### src/rtl/dhkt_pkg.sv
`timescale 1ns / 1ps
// ============================================================================
// dhkt_pkg
// Shared types, codes and constants of the double-hashed key table.
// ============================================================================
package dhkt_pkg;

    // Field widths of the request and response channels.
    localparam int KIND_W = 3;
    localparam int KEY_W  = 31;
    localparam int RANK_W = 9;
    localparam int STAT_W = 3;
    localparam int SLOT_W = 8;

    // Default table size and hash constants.
    localparam int SLOTS_LOG2_DEF = 8;
    localparam int HASH_SEED      = 5381;
    localparam int DJB_SHIFT      = 5;
    localparam int SDBM_LO        = 6;
    localparam int SDBM_HI        = 16;

    // Decimal conversion of a key: ten digits of four bits.
    localparam int DIGITS = 10;
    localparam int BCD_W  = 4 * DIGITS;
    localparam int ASCII_ZERO = 48;

    // Memory word: mark over key.
    localparam int MARK_W = 2;
    localparam int WORD_W = MARK_W + KEY_W;

    typedef enum logic [KIND_W-1:0] {
        KIND_LOOKUP = 3'd0,
        KIND_INSERT = 3'd1,
        KIND_DELETE = 3'd2,
        KIND_CHANGE = 3'd3,
        KIND_NTH    = 3'd4,
        KIND_CLEAR  = 3'd5
    } t_kind;

    typedef enum logic [STAT_W-1:0] {
        STAT_OK         = 3'd0,
        STAT_EMPTY      = 3'd1,
        STAT_NOTFOUND   = 3'd2,
        STAT_EXISTS     = 3'd3,
        STAT_ERROR      = 3'd4,
        STAT_NOTADDED   = 3'd5,
        STAT_NOTCHANGED = 3'd6
    } t_status;

    typedef enum logic [MARK_W-1:0] {
        MARK_FREE = 2'd0,
        MARK_USED = 2'd1,
        MARK_GONE = 2'd2
    } t_mark;

    // Commands from the controller to the datapath.
    typedef struct packed {
        logic    load_req;
        logic    hash_start;
        logic    hash_new;
        logic    probe_init;
        logic    step_loc;
        logic    step_ins;
        logic    scan_init;
        logic    scan_step;
        logic    clr_init;
        logic    clr_step;
        logic    live_clear;
        logic    wr_used;
        logic    wr_gone_x;
        logic    wr_gone_old;
        logic    save_old;
        logic    res_set;
        t_status res_status;
        logic    res_slot_x;
        logic    res_fk;
        logic    out_load;
    } t_cmd;

    // Status from the datapath to the controller.
    typedef struct packed {
        logic [KIND_W-1:0] kind;
        logic hash_done;
        logic live_zero;
        logic live_full;
        logic rank_zero;
        logic rank_big;
        logic mark_free;
        logic mark_used;
        logic key_match;
        logic loc_over;
        logic ins_over;
        logic x_last;
        logic cnt_hit;
        logic out_busy;
    } t_sts;

endpackage

### src/rtl/dhkt_ctrl.sv
`timescale 1ns / 1ps
// ============================================================================
// dhkt_ctrl
// Controller of the key table: sequences hashing, probe walks, the rank
// scan and the clearing sweep for each request.
// ============================================================================
module dhkt_ctrl import dhkt_pkg::*; (
    input  logic i_clk,
    input  logic i_rst_n,
    input  logic i_in_valid,
    output logic o_in_ready,
    input  t_sts i_sts,
    output t_cmd o_cmd
);
    typedef enum logic [13:0] {
        ST_BOOT     = 14'b00000000000001,
        ST_IDLE     = 14'b00000000000010,
        ST_DISPATCH = 14'b00000000000100,
        ST_HASH     = 14'b00000000001000,
        ST_LOC_P    = 14'b00000000010000,
        ST_LOC_C    = 14'b00000000100000,
        ST_INS_GATE = 14'b00000001000000,
        ST_INS_P    = 14'b00000010000000,
        ST_INS_C    = 14'b00000100000000,
        ST_CHG_DEL  = 14'b00001000000000,
        ST_SCAN_P   = 14'b00010000000000,
        ST_SCAN_C   = 14'b00100000000000,
        ST_CLR      = 14'b01000000000000,
        ST_FINISH   = 14'b10000000000000
    } t_state;

    t_state r_state, n_state;
    logic   r_on_new, n_on_new;
    logic   is_ins, is_chg;

    assign is_ins = (i_sts.kind == KIND_INSERT);
    assign is_chg = (i_sts.kind == KIND_CHANGE);

    // Next state and commands.
    always_comb begin
        n_state  = r_state;
        n_on_new = r_on_new;
        o_cmd    = '0;
        o_cmd.res_status = STAT_ERROR;
        case (r_state)
            ST_BOOT: begin
                o_cmd.clr_step = 1'b1;
                if (i_sts.x_last) begin
                    n_state = ST_IDLE;
                end
            end
            ST_IDLE: begin
                if (i_in_valid) begin
                    o_cmd.load_req = 1'b1;
                    n_on_new       = 1'b0;
                    n_state        = ST_DISPATCH;
                end
            end
            ST_DISPATCH: begin
                o_cmd.res_set = 1'b1;
                n_state       = ST_FINISH;
                case (i_sts.kind)
                    KIND_LOOKUP: begin
                        if (i_sts.live_zero) begin
                            o_cmd.res_status = STAT_EMPTY;
                        end else begin
                            o_cmd.res_set    = 1'b0;
                            o_cmd.hash_start = 1'b1;
                            n_state          = ST_HASH;
                        end
                    end
                    KIND_INSERT: begin
                        o_cmd.res_set    = 1'b0;
                        o_cmd.hash_start = 1'b1;
                        n_state          = ST_HASH;
                    end
                    KIND_DELETE, KIND_CHANGE: begin
                        if (i_sts.live_zero) begin
                            o_cmd.res_status = STAT_NOTFOUND;
                        end else begin
                            o_cmd.res_set    = 1'b0;
                            o_cmd.hash_start = 1'b1;
                            n_state          = ST_HASH;
                        end
                    end
                    KIND_NTH: begin
                        if (i_sts.live_zero) begin
                            o_cmd.res_status = STAT_EMPTY;
                        end else if (i_sts.rank_big) begin
                            o_cmd.res_status = STAT_ERROR;
                        end else if (i_sts.rank_zero) begin
                            o_cmd.res_status = STAT_NOTFOUND;
                        end else begin
                            o_cmd.res_set   = 1'b0;
                            o_cmd.scan_init = 1'b1;
                            n_state         = ST_SCAN_P;
                        end
                    end
                    KIND_CLEAR: begin
                        o_cmd.res_set  = 1'b0;
                        o_cmd.clr_init = 1'b1;
                        n_state        = ST_CLR;
                    end
                    default: begin
                        o_cmd.res_status = STAT_ERROR;
                    end
                endcase
            end
            ST_HASH: begin
                if (i_sts.hash_done) begin
                    if (i_sts.live_zero) begin
                        n_state = ST_INS_GATE;
                    end else begin
                        o_cmd.probe_init = 1'b1;
                        n_state          = ST_LOC_P;
                    end
                end
            end
            ST_LOC_P: begin
                n_state = ST_LOC_C;
            end
            ST_LOC_C: begin
                if (i_sts.mark_free || i_sts.loc_over) begin
                    // Key is not in the table.
                    if (is_ins || (is_chg && r_on_new)) begin
                        n_state = ST_INS_GATE;
                    end else begin
                        o_cmd.res_set    = 1'b1;
                        o_cmd.res_status = STAT_NOTFOUND;
                        n_state          = ST_FINISH;
                    end
                end else if (i_sts.mark_used && i_sts.key_match) begin
                    // Key found at the current position.
                    o_cmd.res_set = 1'b1;
                    n_state       = ST_FINISH;
                    if (is_ins || (is_chg && r_on_new)) begin
                        o_cmd.res_status = STAT_EXISTS;
                    end else if (is_chg) begin
                        o_cmd.res_set    = 1'b0;
                        o_cmd.save_old   = 1'b1;
                        o_cmd.hash_start = 1'b1;
                        o_cmd.hash_new   = 1'b1;
                        n_on_new         = 1'b1;
                        n_state          = ST_HASH;
                    end else begin
                        o_cmd.res_status = STAT_OK;
                        o_cmd.res_slot_x = 1'b1;
                        o_cmd.wr_gone_x  = (i_sts.kind == KIND_DELETE);
                    end
                end else begin
                    o_cmd.step_loc = 1'b1;
                    n_state        = ST_LOC_P;
                end
            end
            ST_INS_GATE: begin
                if (i_sts.live_full) begin
                    o_cmd.res_set    = 1'b1;
                    o_cmd.res_status = STAT_ERROR;
                    n_state          = ST_FINISH;
                end else begin
                    o_cmd.probe_init = 1'b1;
                    n_state          = ST_INS_P;
                end
            end
            ST_INS_P: begin
                n_state = ST_INS_C;
            end
            ST_INS_C: begin
                if (i_sts.ins_over) begin
                    o_cmd.res_set    = 1'b1;
                    o_cmd.res_status = is_chg ? STAT_NOTCHANGED : STAT_NOTADDED;
                    n_state          = ST_FINISH;
                end else if (!i_sts.mark_used) begin
                    o_cmd.wr_used    = 1'b1;
                    o_cmd.res_set    = 1'b1;
                    o_cmd.res_status = STAT_OK;
                    o_cmd.res_slot_x = 1'b1;
                    n_state          = is_chg ? ST_CHG_DEL : ST_FINISH;
                end else begin
                    o_cmd.step_ins = 1'b1;
                    n_state        = ST_INS_P;
                end
            end
            ST_CHG_DEL: begin
                // The old key still sits where the first walk found it.
                o_cmd.wr_gone_old = 1'b1;
                n_state           = ST_FINISH;
            end
            ST_SCAN_P: begin
                n_state = ST_SCAN_C;
            end
            ST_SCAN_C: begin
                if (i_sts.mark_used && i_sts.cnt_hit) begin
                    o_cmd.res_set    = 1'b1;
                    o_cmd.res_status = STAT_OK;
                    o_cmd.res_slot_x = 1'b1;
                    o_cmd.res_fk     = 1'b1;
                    n_state          = ST_FINISH;
                end else if (i_sts.x_last) begin
                    o_cmd.res_set    = 1'b1;
                    o_cmd.res_status = STAT_NOTFOUND;
                    n_state          = ST_FINISH;
                end else begin
                    o_cmd.scan_step = 1'b1;
                    n_state         = ST_SCAN_P;
                end
            end
            ST_CLR: begin
                o_cmd.clr_step = 1'b1;
                if (i_sts.x_last) begin
                    o_cmd.live_clear = 1'b1;
                    o_cmd.res_set    = 1'b1;
                    o_cmd.res_status = STAT_OK;
                    n_state          = ST_FINISH;
                end
            end
            ST_FINISH: begin
                if (!i_sts.out_busy) begin
                    o_cmd.out_load = 1'b1;
                    n_state        = ST_IDLE;
                end
            end
            default: begin
                n_state = ST_IDLE;
            end
        endcase
    end

    always_ff @(posedge i_clk) begin
        if (!i_rst_n) begin
            r_state  <= ST_BOOT;
            r_on_new <= 1'b0;
        end else begin
            r_state  <= n_state;
            r_on_new <= n_on_new;
        end
    end

    assign o_in_ready = (r_state == ST_IDLE);

    // An accepted request is decoded in the next cycle.
    a_accept_dispatch: assert property (@(posedge i_clk) disable iff (!i_rst_n)
        (i_in_valid && o_in_ready) |=> (r_state == ST_DISPATCH))
        else $error("accepted request not dispatched");

    // The old slot is freed only after the new key was placed.
    a_chg_order: assert property (@(posedge i_clk) disable iff (!i_rst_n)
        o_cmd.wr_gone_old |-> $past(o_cmd.wr_used))
        else $error("old key freed without insert");

    // Exactly one state bit is set.
    a_state_onehot: assert property (@(posedge i_clk) disable iff (!i_rst_n)
        $onehot(r_state))
        else $error("controller state not one-hot");
endmodule

### config.mk
export PLATFORM = sky130hd
export DESIGN_NAME = dhkt_ctrl
export DESIGN_NICKNAME = d
export VERILOG_FILES = /design/src/rtl/dhkt_pkg.sv /design/src/rtl/dhkt_ctrl.sv
export SDC_FILE = /design/constraint.sdc
export NUM_CORES = 1
export LEC_CHECK = 0
export BUFFER_PORTS_ARGS = -buffer_cell sky130_fd_sc_hd__clkbuf_2
export CAP_MARGIN = 5
export CORE_ASPECT_RATIO = 1.5
export CORE_MARGIN = 1.5
export CORE_UTILIZATION = 55
export CTS_CLUSTER_DIAMETER = 80
export DETAILED_ROUTE_END_ITERATION = 16
export MAX_ROUTING_LAYER = met4
export PLACE_DENSITY = 0.92
export SLEW_MARGIN = 10
export SYNTH_ARGS = -nofsm -noshare
export SYNTH_HDL_FRONTEND = slang
export SYNTH_SLANG_ARGS = --single-unit
export TNS_END_PERCENT = 10
### constraint.sdc
create_clock -name i_clk -period 4.24 [get_ports i_clk]
set_input_delay 0.636 -clock i_clk [delete_from_list [all_inputs] [get_ports i_clk]]
set_output_delay 0.636 -clock i_clk [all_outputs]
set_load 0.1 [all_outputs]
== After elaboration in Yosys (flattened, before gate mapping) ==
Index checks and enable logic that the tools add are counted.

* Bits in registers: 15
* Latch bits: 0
* Bits in writable memories: 0
* Bits in read-only memories: 0
* Input port bits: 19
* Word-level logic and storage cells: 149
* Memories kept: 0

* Add/subtract/negate cells: 0
* $mul: 0
* Div/mod/pow operators: 0
* Magnitude comparators: 0
* Eq/ne operators: 28
* Shift operators: 0
* Muxes and demuxes: 106
* Bitwise logic cells: 0
* Reduce and logical (&&, ||, !) cells: 13

{| class="wikitable"
|+ Operators with widths
! cell !! count
|-
| 14-bit 2-to-1 mux || 20
|-
| 14-bit case mux with 14 select lines || 1
|-
| 14-bit case mux with 4 select lines || 1
|-
| 1-bit 2-to-1 mux || 51
|-
| 4-bit 2-to-1 mux || 8
|-
| 4-bit case mux with 6 select lines || 1
|-
| 3-bit 2-to-1 mux || 6
|-
| 2-bit != test, second input constant || 9
|-
| 2-bit 2-to-1 mux || 8
|-
| 14-bit by 1-bit == test with 1-bit output, second input constant || 1
|-
| 14-bit by 10-bit == test with 1-bit output, second input constant || 1
|-
| 14-bit by 11-bit == test with 1-bit output, second input constant || 1
|-
| 14-bit by 12-bit == test with 1-bit output, second input constant || 1
|-
| 14-bit by 13-bit == test with 1-bit output, second input constant || 1
|-
| 14-bit == test, second input constant || 1
|-
| 14-bit by 2-bit == test with 1-bit output, second input constant || 1
|-
| 14-bit by 3-bit == test with 1-bit output, second input constant || 1
|-
| 14-bit by 4-bit == test with 1-bit output, second input constant || 1
|-
| 14-bit by 5-bit == test with 1-bit output, second input constant || 1
|-
| 14-bit by 6-bit == test with 1-bit output, second input constant || 1
|-
| 14-bit by 7-bit == test with 1-bit output, second input constant || 1
|-
| 14-bit by 8-bit == test with 1-bit output, second input constant || 1
|-
| 14-bit by 9-bit == test with 1-bit output, second input constant || 1
|-
| 3-bit case mux with 3 select lines || 1
|-
| 16 further kinds || 27
|}

== Logic depth before layout (Yosys ltp) ==
Gate-level depths: netlist of run 1.

* Depth in word-level cells: 7
* Mapped depth: 8
* Gate-level depth less buffers: 6

== Worst setup path before layout of run 1 ==
OpenSTA, ideal clock, no wires.

* Path type: reg2out
* Start: reg r_state[12]
* End: out o_cmd[17] (netlist name)
* Arrival: 5.953 ns
* Data required time: 3.604 ns
* Slack: -2.349 ns
* Cell stages (with the launch flop): 5
* Cells stage by stage: dfxtp_1 clkbuf_1 nor4_1 nand4_1 a2111oi_0

{| class="wikitable"
|+ RTL lines
! what !! RTL line !! RTL
|-
| from (decl) || dhkt_ctrl.sv:32 || <nowiki>t_state r_state, n_state;</nowiki>
|-
| from (signal assigned) || dhkt_ctrl.sv:234 || <nowiki>r_state <= n_state;</nowiki>
|-
| to (decl) || dhkt_ctrl.sv:13 || <nowiki>output t_cmd o_cmd</nowiki>
|}

==> flow_summary.yaml, run 1 <==
run_status:
  status: "finished, final reports clean"
timing:
  fmax_mhz: 268
  finClkSkew_ps: 18.8
  maxSlewViolCount: 0
  setup_viol: 0
  hold_viol_final: 0
  period_share_pct: 88.0
  slew_headroom_pct: 52.7
  fin_crit_ps: 3730
  setup_tns_ps: 0
  worst_pin_slew_ps: 704
  rsz0062_at_grt: "no"
setup_path:
  critPathCaptureType: "output pin"
  cp_num_buf_inv: 1
  critPathMaxStageDelay_ps: 660
  cpMaxStageDelayCell: "nor4_1"
  critPathKind: "flip-flop to output pin"
  cp-start-kind: "flip-flop"
  cp.depth: 6
  r2r_setup_slack_ps: 1510
  endpoint: "o_cmd[20]"
  cp_top_family: "simple AND/OR/NAND/NOR gates"
  startpoint: "r_state[12]"
  rr_endpoint: "r_state[4]"
  path_cells: "nor4_1 -> nand4_1 -> or2_2 -> nor3_1 -> a31o_2 -> clkbuf_2"
  r2r-start: "r_state[0]"
  cp_max_fo: 9
  required_ps: 3600
  r2r_cells: 6
  crit_arrival_ps: 3090
finish:
  nFillCells: 218
  final_area_sq_um: 1610
  layout_common_cells: "clkbuf_2 (41), nor2_1 (22), nand2_1 (15), dfxtp_1 (15), nor4_1 (11)"
  layout.nets: 243
  mostFrequentLayoutCell: "clkbuf_2"
  seq_area_sq_um: 300
  multiInputGateArea_sq_um: 1020
  layout-drive-gt1-share_pct: 26.5
  synthToLayoutAreaGrowth_pct: 16.1
  n_antenna_cell: 0
floorplanning:
  initial_core_util_pct: 57.3
  ios: 42
  die_y_microns: 64.5
  die_w_microns: 44.0
  rows: 22
  dieArea_sq_um: 2840
  core_sq_um: 2420
placed_design:
  io_buffers: 41
  dp_hpwl_mm: 3.46
  placed_area_sq_um: 1580
  gp_congestion: 0.994
route:
  antenna_left: 0
  drt_drc_violations_left: 0
  vias: 1697
  drt-pass1-iter-count: 7
  drt-initial-drc-count: 96
  post_drt_wl_per_cell_microns: 17.5
  via_per_inst: 6.87
  postRouteWirelength_mm: 4.32
logic_synthesis:
  synthCells: 193
  synthArstFlopShare_pct: 0
  synth_warnings: 0
  syn_area_sq_um: 1390
  synth_seq_cells: 15
  seq_area_frac_synth_pct: 21.6
  ys.flop_type: "dfxtp_1"
  syn_nets: 212
  synth_edf_count: 0
  ys_types: 51
  syn_area_per_cell_sq_um: 7.20
pwr:
  seqPwrFrac_pct: 46.0
  switching_share_pct: 35.9
  clockPowerShare_pct: 28.1
  power.net_switching_uw: 114
  peakVddDrop_mv: 0.166
  powerDensity_nw_per_um2: 197
  power.leakage_uw: 0.000678
  p_comb_share_pct: 25.9
  internal_power_uw: 204
cts:
  clkSlewWorstSetupHoldPaths_ps: 90
  cts.sinks: 15
  cts_setup_buffers: 0
  cts_tree: "built"
  numCtsBuffers: 3
  clock-root-buffer: "clkbuf_4"
  cts.path.max_buffers: 2
  ctsHoldBuffers: 0
  cts-resized-gates: 0
  cts.htree.levels: 1
  clock_latency_ps: 310
hold_path:
  hold_depth: 2
  worstHoldPathType: "flip-flop to flip-flop"
global_routing:
  grtUsageMet3_pct: 5.29
  track_usage_pct: 32.6
  busiest_layer: "met2"
  grtUsageMet2_pct: 53.7
  antenna_found_initial: 0
  grt_pass1_wl_mm: 6.78
  overflow: 0
  grt_max_degree: 13
  grtUsageMet1_pct: 33.4
  grt_pass1_vias: 1542
flow_run:
  drv_cap: 0
## per-stage QoR
stage	util (%)	hold slack (ps)	setup slack [ps]	std cells	power, uW
floorplan	-	466	-894	193	204
global placement	65.3	491	940	243	228
detailed placement	65.3	506	923	243	230
CTS	66.6	515	593	247	315
global route	66.6	576	399	247	330
finish	66.6	526	510	247	318
## layout make-up
type	count	share of cell area (%)
Inverter	5	1.16
Clock buffer	3	1.40
Sequential cell	15	18.6
Multi-Input combinational cell	157	63.3
Timing Repair Buffer	42	13.2
Clock inverter	1	0.465
Tap cell	24	1.86
## cells by family after synthesis
family                 Yosys count  share of synthesized area (%)
multiplexers                     1                          0.721
buffers and inverters           21                           6.13
AND/OR/NAND/NOR                113                           47.6
AO/OA/AOI/OAI                   38                           20.8
XOR/XNOR                         5                           3.15
flip-flops                      15                           21.6
## registers in the layout, indices dropped and copies added, names as in the netlist
name	cells
r_state	14
r_on_new	1
## power by group through the flow
stage / sequential [uW] / clock, uW / combinational [uW]
finish: 146 / 89.3 / 82.2
global route: 147 / 95.6 / 87.4
CTS: 146 / 88.3 / 80.5
detailed placement: 149 / 0 / 80.2
global placement: 149 / 0 / 79.3
floorplan: 149 / 0 / 55.0
## worst min-delay path by stage
| stage | from | to | slack (ps) |
|---|---|---|---|
| after global routing | r_on_new | r_on_new | 580 |
| after floorplan | r_on_new | r_on_new | 470 |
| after detailed placement | r_on_new | r_on_new | 510 |
| after CTS | r_on_new | r_on_new | 520 |
| final | r_on_new | r_on_new | 530 |
| after global placement | r_on_new | r_on_new | 490 |
## cells in the mapped netlist, types with 5 or more instances
cell	instances	area (sq um)
nor3_1	7	35.0
or4_1	7	52.6
nor4b_1	6	52.6
dfxtp_1	15	300
a21oi_1	6	30.0
clkbuf_1	12	45.0
nor4_1	12	75.1
xnor2_1	5	43.8
nand2_1	15	56.3
nor3b_1	5	37.5
nor2_1	22	82.6
o21a_1	5	37.5
nand4_1	5	31.3
nand2b_1	7	43.8
inv_1	5	18.8
## per-layer routing
metal,part of all wire [%],wire (microns),up-vias
li1,-,-,792
met1,37,1590,759
met2,49,2110,114
met3,7.3,315,32
met4,7.2,310,0
met5,0,0,-
## worst reg2reg max path, stage by stage (launching register included)
cell and delay (ps):
dfxtp_1 380, or4_1 650, or4_1 480, or4_1 450
a41oi_2 230, nand4_1 210, o21ba_1 270
Power figures use the tool's default switching activity.
==> inputs of run 2 (changes only) <==
--- a/config.mk
+++ b/config.mk
@@ -5,11 +5,11 @@
 export SDC_FILE = /design/constraint.sdc
 export NUM_CORES = 1
 export LEC_CHECK = 0
+export ABC_AREA = 1
 export BUFFER_PORTS_ARGS = -buffer_cell sky130_fd_sc_hd__clkbuf_2
 export CAP_MARGIN = 5
-export CORE_ASPECT_RATIO = 1.5
 export CORE_MARGIN = 1.5
-export CORE_UTILIZATION = 55
+export CORE_UTILIZATION = 56
 export CTS_CLUSTER_DIAMETER = 80
 export DETAILED_ROUTE_END_ITERATION = 16
 export MAX_ROUTING_LAYER = met4
==> flow_summary.yaml, run 2 <==
cts:
  numCtsBuffers: 3
  cts.htree.levels: 1
  clkSlewWorstSetupHoldPaths_ps: 90
  clock_latency_ps: 300
  cts.sinks: 15
  cts_setup_buffers: 0
  cts.path.max_buffers: 2
  clock-root-buffer: "clkbuf_4"
  cts_tree: "built"
  cts-resized-gates: 0
  ctsHoldBuffers: 0
logic_synthesis:
  synth_warnings: 0
  synth_xor_area_share_pct: 0
  synth-simple-area-share_pct: 56.5
  syn_area_sq_um: 1470
  seq_area_frac_synth_pct: 20.4
  synth_area_leaders: "dfxtp_1 (20%), nand2_1 (14%), inv_1 (11%)"
  synth_seq_cells: 15
  synth_top_area_share_pct: 20.4
  synth_top_area_cell: "dfxtp_1"
  synth_edf_count: 0
  synthAdderAreaFrac_pct: 0
  yosysMostFrequentCell: "nand2_1"
  synth_commonest_cells: "nand2_1 (55), inv_1 (42), nor2_1 (41)"
  syn_area_per_cell_sq_um: 5.97
  synth_mux_area_share_pct: 0
  synthCells: 247
  ys_types: 29
  synthArstFlopShare_pct: 0
  synth_top_family_by_area: "simple AND/OR/NAND/NOR gates"
  synth_compound_area_share_pct: 10.2
  ys.flop_type: "dfxtp_1"
  syn_nets: 266
floorplanning:
  initial_core_util_pct: 59.5
  die_w_microns: 54.3
  dieArea_sq_um: 2950
  rows: 18
  core_sq_um: 2480
  ios: 42
  die_y_microns: 54.3
pwr:
  peakVddDrop_mv: 0.151
  powerDensity_nw_per_um2: 187
  power.leakage_uw: 0.000950
global_routing:
  grt_max_degree: 12
  grt_pass1_vias: 1506
  grt_pass1_wl_mm: 6.35
  overflow: 0
  antenna_found_initial: 0
  track_usage_pct: 30.6
timing:
  slew_headroom_pct: 63.9
  hold_viol_final: 0
  fin_crit_ps: 2800
  period_share_pct: 66.0
  worst_pin_slew_ps: 544
  maxSlewViolCount: 0
  rsz0062_at_grt: "no"
  hold_ws_ps: 520
  setup_viol: 0
  fmax_mhz: 357
  finClkSkew_ps: 1.80
route:
  vias: 1691
  drt-pass1-iter-count: 4
  via_per_inst: 5.28
  post_drt_wl_per_cell_microns: 12.1
  postRouteWirelength_mm: 3.88
  drt_drc_violations_left: 0
  drt-initial-drc-count: 62
  antenna_left: 0
flow_run:
  drv_cap: 0
placed_design:
  place_inst: 316
  io_buffers: 41
  gp_congestion: 0.931
  dp_hpwl_mm: 3.27
finish:
  n_antenna_cell: 0
  nFillCells: 248
  layout-drive-gt1-share_pct: 27.9
  layout.nets: 310
  largest-register: "r_state"
  fin_util_pct: 69.5
  seq_area_sq_um: 300
  synthToLayoutAreaGrowth_pct: 16.8
  mostFrequentLayoutCell: "nand2_1"
  multiInputGateArea_sq_um: 983
  largest_reg_flops: 14
  layout_common_cells: "nand2_1 (55), inv_1 (42), nor2_1 (41), clkbuf_2 (41), nand3_1 (17)"
  final_cells: 320
  reg.largest.list: "r_state: 14 flops, r_on_new: 1 flops"
setup_path:
  required_ps: 3600
  crit_arrival_ps: 2160
  cp_max_fo: 8
  critPathCaptureType: "output pin"
  cp-start-kind: "flip-flop"
  critPathKind: "flip-flop to output pin"
hold_path:
  worstHoldPathType: "flip-flop to flip-flop"
run_status:
  status: "finished, final reports clean"
## run 2: cell types whose count changed after synthesis, sizes merged, moves of 4 or more
cell    delta
inv       +40
nor2b      -4
and3       -4
or4        -7
or4b       -4
nor2      +32
nand2     +55
nor4       -7
nor4b      -6
xnor2      -5
clkbuf    -11
nand3     +14
nand2b     -7
## run 2: through the flow
step                      setup WS, ps  TNS [ps]  total power (uW)  cell area, sq um
after global placement            1600         0               234              1700
final                             1440         0               323              1720
after CTS                         1440         0               322              1720
after detailed placement          1600         0               236              1700
after floorplan                   -704     -1070               212              1470
after global routing              1260         0               335              1720
## run 2: final timing paths
| kind | from | to | depth (start not counted) | slack, ps |
|---|---|---|---|---|
| worst max-delay path | r_state[0] | o_cmd[5] | 10 | 1440 |
| worst min-delay path | r_on_new | r_on_new | 2 | 520 |
| worst max register to register | r_state[10] | r_state[6] | 11 | 2620 |
| worst min register to register | r_on_new | r_on_new | 2 | 520 |
## run 2: layer usage
layer | vias to the layer above | track usage, % | share of wire, %
met5 | - | - | 0
met4 | 0 | 12.9 | 2.8
met3 | 13 | 3.55 | 5.9
met2 | 64 | 51.6 | 49
met1 | 743 | 36.7 | 42
li1 | 871 | - | -
## run 2: kinds of logic after synthesis
logic type	after synthesis
AND/OR/NAND/NOR	161
buffers and inverters	47
AO/OA/AOI/OAI	24
flip-flops	15
## run 2: critical path: stages (launching register included)
cell and delay, ps:
dfxtp_1 340, nor2_2 200, nand2_4 120, nor2_8 210
nand2_4 90, inv_1 120, o21ai_0 90, o21ai_0 70
nor2_1 50, nand3b_1 90, clkbuf_2 460
## run 2: where the power goes
part	switching [uW]	leakage, uW	internal (uW)	total, uW
clock network	52.0	0.0000150	36.8	88.7
logic	66.0	0.000813	23.4	89.3
registers	1.65	0.000122	143	145
## run 2: layout make-up
type,instances,area share [%]
Clock buffer,4,1.53
Inverter,45,9.81
Multi-Input combinational cell,185,57.1
Sequential cell,15,17.4
Tap cell,30,2.18
Timing Repair Buffer,41,11.9
